===== config.mk =====
export PLATFORM = sky130hd
export DESIGN_NAME = pec15_frame_builder_unit
export DESIGN_NICKNAME = d
export VERILOG_FILES = /design/src/rtl/core/pfb_pkg.sv /design/src/rtl/core/pfb_crc_step.sv /design/src/rtl/core/pec15_frame_builder_unit.sv
export VERILOG_INCLUDE_DIRS = /design/src /design/src/rtl/core
export SDC_FILE = /design/constraint.sdc
export NUM_CORES = 1
export LEC_CHECK = 0
export BUFFER_PORTS_ARGS = -buffer_cell sky130_fd_sc_hd__buf_2
export CAP_MARGIN = 10
export CELL_PAD_IN_SITES_DETAIL_PLACEMENT = 1
export CELL_PAD_IN_SITES_GLOBAL_PLACEMENT = 2
export CORE_ASPECT_RATIO = 1.75
export CORE_UTILIZATION = 40
export DETAILED_ROUTE_END_ITERATION = 10
export PLACE_DENSITY_LB_ADDON = 0.08
export RECOVER_POWER = 100
export SLEW_MARGIN = 30
export SYNTH_ARGS = -nofsm -noshare
export SYNTH_HDL_FRONTEND = slang
export SYNTH_SLANG_ARGS = --single-unit

===== constraint.sdc =====
create_clock -name clk -period 3.2 [get_ports clk]
set_input_delay 0.32 -clock clk [delete_from_list [all_inputs] [get_ports clk]]
set_output_delay 0.32 -clock clk [all_outputs]
set_load 0.01 [all_outputs]

===== src/rtl/core/pec15_frame_builder_unit_assert.svh =====
// Assertion macros for the PEC15 frame builder.
// Each use names a label, an antecedent and a consequent; clk and rst are taken
// from the module that uses the macro.
`ifndef PEC15_FRAME_BUILDER_UNIT_ASSERT_SVH
`define PEC15_FRAME_BUILDER_UNIT_ASSERT_SVH

// Consequent checked in the same cycle as the antecedent.
`define PFB_ASSERT_SAME(lbl, ante, cons) \
  lbl: assert property (@(posedge clk) disable iff (rst) (ante) |-> (cons)) \
    else $error("pec15 frame builder: same-cycle check failed");

// Consequent checked in the cycle after the antecedent.
`define PFB_ASSERT_NEXT(lbl, ante, cons) \
  lbl: assert property (@(posedge clk) disable iff (rst) (ante) |=> (cons)) \
    else $error("pec15 frame builder: next-cycle check failed");

`endif


===== src/rtl/core/pfb_pkg.sv =====
// ----------------------------------------------------------------------------
// pfb_pkg
// Shared constants, types and the CRC15 (poly 0x4599) byte table.
// ----------------------------------------------------------------------------
package pfb_pkg;

  localparam logic [15:0] PEC_SEED  = 16'd16;
  localparam logic [15:0] PEC_POLY  = 16'h4599;
  localparam logic [7:0]  FILL_BYTE = 8'hff;

  typedef logic [15:0] pec_table_t [256];

  // Result of one byte step: new remainder and the two PEC bytes taken from it.
  typedef struct packed {
    logic [15:0] rem_next;
    logic [7:0]  pec_hi;
    logic [7:0]  pec_lo;
  } pec_step_t;

  // Built at elaboration; bit-serial division of (i << 7) over 8 shifts.
  function automatic pec_table_t build_pec_table();
    pec_table_t  tbl;
    logic [15:0] r;
    for (int i = 0; i < 256; i++) begin
      r = {1'b0, i[7:0], 7'b0};
      for (int b = 0; b < 8; b++) begin
        if (r[14]) begin
          r = {r[14:0], 1'b0} ^ PEC_POLY;
        end else begin
          r = {r[14:0], 1'b0};
        end
      end
      tbl[i] = r;
    end
    return tbl;
  endfunction

  localparam pec_table_t PEC_TABLE = build_pec_table();

endpackage


===== src/rtl/core/pfb_crc_step.sv =====
// ----------------------------------------------------------------------------
// pfb_crc_step
// One table step of the PEC15 remainder for one byte, plus the PEC byte split.
// ----------------------------------------------------------------------------
module pfb_crc_step
  import pfb_pkg::*;
(
  input  logic [15:0] rem,
  input  logic [7:0]  data_byte,
  output pec_step_t   step
);

  logic [7:0]  addr;
  logic [15:0] rem_next;

  assign addr     = rem[14:7] ^ data_byte;
  assign rem_next = {rem[7:0], 8'h00} ^ PEC_TABLE[addr];

  assign step.rem_next = rem_next;
  assign step.pec_hi   = rem_next[14:7];
  assign step.pec_lo   = {rem_next[6:0], 1'b0};

endmodule


===== src/rtl/core/pec15_frame_builder_unit.sv =====
// ----------------------------------------------------------------------------
// pec15_frame_builder_unit - PEC15 command-frame byte builder
// Path: an accepted item waits in the input register, then loads the result
//   register, whose slot 0 is the result offered on the port.
// Throughput: 1 item/cycle for filler and mid-group bytes while out_ready is high;
//   a group-end byte holds the output register until its 3 results (byte, PEC high, PEC low) transfer.
// Reset (rst, synchronous): pipeline emptied, PEC remainder reseeded to 16.
// ----------------------------------------------------------------------------
`include "pec15_frame_builder_unit_assert.svh"

module pec15_frame_builder_unit
  import pfb_pkg::*;
(
  input  logic       clk,
  input  logic       rst,
  // input channel
  input  logic       in_valid,
  output logic       in_ready,
  input  logic       op,
  input  logic [7:0] data_byte,
  input  logic       group_end,
  // result channel
  output logic       out_valid,
  input  logic       out_ready,
  output logic [7:0] out_byte,
  output logic       is_pec,
  output logic       last_of_run
);

  // Stage 1: accepted item, held until the result register can take it.
  logic       s1_valid;
  logic       s1_op;
  logic [7:0] s1_byte;
  logic       s1_end;
  logic       s1_move;

  // Running PEC remainder, updated when a group byte moves into stage 2.
  logic [15:0] rem;
  logic [15:0] rem_next;
  pec_step_t   step;

  // Stage 2: up to three queued results; slot 0 is the one on the port.
  logic [7:0] slot_byte      [3];
  logic       slot_pec       [3];
  logic [7:0] slot_byte_next [3];
  logic       slot_pec_next  [3];
  logic [1:0] res_cnt;
  logic [1:0] res_cnt_next;
  logic       pop;

  // ---------------------------------------------------------------------------
  // Handshake
  // Stage 1 drains when the result register is empty or its last result is
  // being transferred this cycle, so single-result items stream at full rate.
  // ---------------------------------------------------------------------------
  assign out_valid   = (res_cnt != 2'd0);
  assign pop         = out_valid && out_ready;
  assign s1_move     = s1_valid && ((res_cnt == 2'd0) || ((res_cnt == 2'd1) && out_ready));
  assign in_ready    = !s1_valid || s1_move;

  assign out_byte    = slot_byte[0];
  assign is_pec      = slot_pec[0];
  assign last_of_run = (res_cnt == 2'd1);

  // Input register
  always_ff @(posedge clk) begin
    if (rst) begin
      s1_valid <= 1'b0;
    end else if (in_valid && in_ready) begin
      s1_valid <= 1'b1;
    end else if (s1_move) begin
      s1_valid <= 1'b0;
    end
  end

  always_ff @(posedge clk) begin
    if (in_valid && in_ready) begin
      s1_op   <= op;
      s1_byte <= data_byte;
      s1_end  <= group_end;
    end
  end

  // ---------------------------------------------------------------------------
  // PEC step between the input register and the result register
  // ---------------------------------------------------------------------------
  pfb_crc_step u_crc_step (
    .rem       (rem),
    .data_byte (s1_byte),
    .step      (step)
  );

  always_comb begin
    rem_next = rem;
    if (s1_move && !s1_op) begin
      // group end reseeds; filler leaves the remainder alone
      rem_next = s1_end ? PEC_SEED : step.rem_next;
    end
  end

  always_ff @(posedge clk) begin
    if (rst) begin
      rem <= PEC_SEED;
    end else begin
      rem <= rem_next;
    end
  end

  // ---------------------------------------------------------------------------
  // Result register: shift out one slot per transfer, load on stage-1 move.
  // A load only happens when the queue is empty or emptying, so it wins.
  // ---------------------------------------------------------------------------
  always_comb begin
    res_cnt_next = res_cnt;
    for (int i = 0; i < 3; i++) begin
      slot_byte_next[i] = slot_byte[i];
      slot_pec_next[i]  = slot_pec[i];
    end

    if (pop) begin
      res_cnt_next      = res_cnt - 2'd1;
      slot_byte_next[0] = slot_byte[1];
      slot_pec_next[0]  = slot_pec[1];
      slot_byte_next[1] = slot_byte[2];
      slot_pec_next[1]  = slot_pec[2];
    end

    if (s1_move) begin
      slot_pec_next[0] = 1'b0;
      slot_pec_next[1] = 1'b1;
      slot_pec_next[2] = 1'b1;
      slot_byte_next[1] = step.pec_hi;
      slot_byte_next[2] = step.pec_lo;
      if (s1_op) begin
        slot_byte_next[0] = FILL_BYTE;
        res_cnt_next      = 2'd1;
      end else begin
        slot_byte_next[0] = s1_byte;
        res_cnt_next      = s1_end ? 2'd3 : 2'd1;
      end
    end
  end

  always_ff @(posedge clk) begin
    if (rst) begin
      res_cnt <= 2'd0;
    end else begin
      res_cnt <= res_cnt_next;
    end
  end

  always_ff @(posedge clk) begin
    for (int i = 0; i < 3; i++) begin
      slot_byte[i] <= slot_byte_next[i];
      slot_pec[i]  <= slot_pec_next[i];
    end
  end

  // ---------------------------------------------------------------------------
  // Assertions
  // ---------------------------------------------------------------------------
  // a full queue always holds the echoed byte ahead of two PEC bytes
  `PFB_ASSERT_SAME(a_full_queue_layout, res_cnt == 2'd3,
                   !slot_pec[0] && slot_pec[1] && slot_pec[2])
  // group end leaves the seed behind for the next group
  `PFB_ASSERT_NEXT(a_reseed_on_end, s1_move && !s1_op && s1_end, rem == PEC_SEED)
  // filler never touches the remainder
  `PFB_ASSERT_NEXT(a_filler_keeps_rem, s1_move && s1_op, $stable(rem))
  // a PEC byte on the port only follows a group-end load
  `PFB_ASSERT_SAME(a_pec_count, out_valid && is_pec, res_cnt == 2'd1 || res_cnt == 2'd2)

endmodule

==> impl_metrics.toml <==
[sta]
min_period_ns = 2.322
rsz0062_at_grt = "false"
max_freq_mhz = 430.7
hold_viol = 0
slew_viol_final = 0
tightest_slew_ns = 0.9429
finClkSkew_ns = 0.01005
relSlewSlack = 0.3669
tns_ns = 0
setup_viol = 0
period_share = 0.7255

[synthesis]
synth_xor_area_frac = 0.2432
yosysWarnings = 0
synthMuxAreaShare = 0.01023
synth_area_um2 = 2567
synthTopCellsByArea = "edfxtp_1, dfxtp_1, xnor2_4, xnor2_1, xnor2_2"
synth-edff-count = 33
yosysTopAreaCell = "edfxtp_1"
synth-seq-cells = 52
async_flop_share = 0
ys_seq_area_frac = 0.5341
synth_area_per_cell_um2 = 12.46
yosysMostFrequentCell = "edfxtp_1"
synth_top_family_by_area = "XOR/XNOR gates"
netlist_instances = 206
synthTopCellsByCount = "edfxtp_1, nand2_1, dfxtp_1, xnor2_1, nor2_1"
syn_nets = 222
synth_cell_type_count = 31
synth_fa_ha_area_frac = 0.009747
synth_top_area_share = 0.3860
yosys.area_share.simple = 0.07310
synth-compound-area-share = 0.08869
ys.flop_type = "edfxtp_1"

[detailed_routing]
dr_total_vias = 1476
wl_um = 5101
wl_per_cell_um = 16.62
detail-route-antenna-nets = 0
vias_per_cell = 4.808
route.detailed.drc = 0
first_pass_iters = 4
drt_iter0_drc = 36

[floorplanning]
initial_core_util = 0.4154
rows = 38
boundaryPins = 26
die_w_um = 62.56
dieArea_um2 = 6756
core_area_um2 = 6181
die-height_um = 108.0

[critical_path]
cp-end-kind = "flip-flop"
cp-start-kind = "flip-flop"
worstPathArrival_ns = 2.38
path_max_fanout = 5
worstPathRequired_ns = 3.25
critPathKind = "reg -> reg"
r2r_cells = 5

[finish]
fillCellCount = 693
antennaDiodeCount = 0
drive_gt1_frac = 0.1233
area_growth_pct = 2.973
nets = 242

[grt]
grt-ovfl-total = 0
grt_first_pass_wirelength_um = 8369
grt_pass1_vias = 1630
grt_max_degree = 32
grtUsageTotal = 0.1710
antenna_found_initial = 0

[place]
portBuffers = 25
gp_congestion = 0.8128
place_hpwl_um = 3745

[clock_tree]
cts_tree = "yes"
htree_levels = 2
cts_resized = 0
clk_pin_slew_ns = 0.09
clkLatencyLatePin_ns = 0.31
cts_max_path_buffers = 2
holdBufCountCts = 0
clock_sinks = 52
root_buffer = "clkbuf_8"
cts_buffers = 5
cts_setup_buffers = 0

[pwr]
leakagePower_uw = 0.0009563
vdd_drop_max_uv = 316.7
p_per_area_nw_per_um2 = 769.2
power_uw = 2033

[min_path]
hold_path_depth = 1
min_path_type = "in -> reg"

[status]
status = "completed"

[flow_run]
drv_cap = 0
==> worst paths after layout <==
kind,endpoint,slack [ns],start
setup / recovery,slot_byte[0][13],0.88,s1_byte[2]
hold / removal,s1_end,0.17,group_end
setup reg to reg,slot_byte[0][13],0.88,s1_byte[2]
hold reg to reg,rem[9],0.48,rem[9]
==> final cells by class <==
class,instances,area [um2],share of cell area
Tap cell,80,100.1,0.03786
Multi-Input combinational cell,134,944.7,0.3573
Clock buffer,8,80.08,0.03029
Sequential cell,52,1371,0.5187
Timing Repair Buffer,27,125.1,0.04733
Inverter,6,22.52,0.008519
==> routing by layer <==
metal  vias up  part of all wire  track usage
met5         -                 0            0
met4         0             0.018      0.06977
met3         7             0.027      0.03270
met2        27              0.58       0.3385
met1       708              0.38       0.1698
li1        734                 -            -
==> metrics by stage <==
stage / hold slack, ns / util / setup WS [ns] / cell area (um2) / std cells
5_1_grt: 0.1623 / 0.4277 / 0.6446 / 2644 / 307
3_5_place_dp: 0.4714 / 0.4409 / 1.005 / 2725 / 299
6_report: 0.1728 / 0.4277 / 0.8783 / 2644 / 307
4_1_cts: 0.1679 / 0.4538 / 0.9891 / 2805 / 307
3_3_place_gp: 0.4629 / 0.4409 / 1.112 / 2725 / 299
2_1_floorplan: 0.4189 / - / 1.500 / 2567 / 206
==> report_power, final <==
group          internal, uW  switching, uW
sequential              911           61.5
combinational           273            423
clock                   156            209
==> state kept, by name, indices dropped and copies added, names as in the netlist <==
signal / flops
slot_pec: 1
slot_byte: 23
s1_valid: 1
s1_end: 1
s1_byte: 8
res_cnt: 2
rem: 15
s1_op: 1
==> kinds of logic after synthesis <==
group / after synthesis
fa+ha+maj: 2
buf+inv: 20
compound gates: 38
mux: 2
simple gates: 46
xor+xnor: 46
flops: 52
==> cell usage in the layout (no fill, tap or decap), types with 5 or more instances in the layout <==
cell      count
edfxtp_1     33
xnor2_1      29
nand2_1      23
dfxtp_1      19
o21ai_0      16
nor2_1       15
clkbuf_1     15
buf_2        13
xor2_1       11
a21oi_1       7
inv_1         5
a22o_1        5
clkbuf_8      5
==> worst max-delay path: stages, from the launching register on <==
cell and delay, ns:
edfxtp_1 0.42, xnor2_1 0.63, xnor2_1 0.33, xnor2_1 0.39, xor2_1 0.20, o21ai_0 0.10
(Power assumes the default switching activity.)
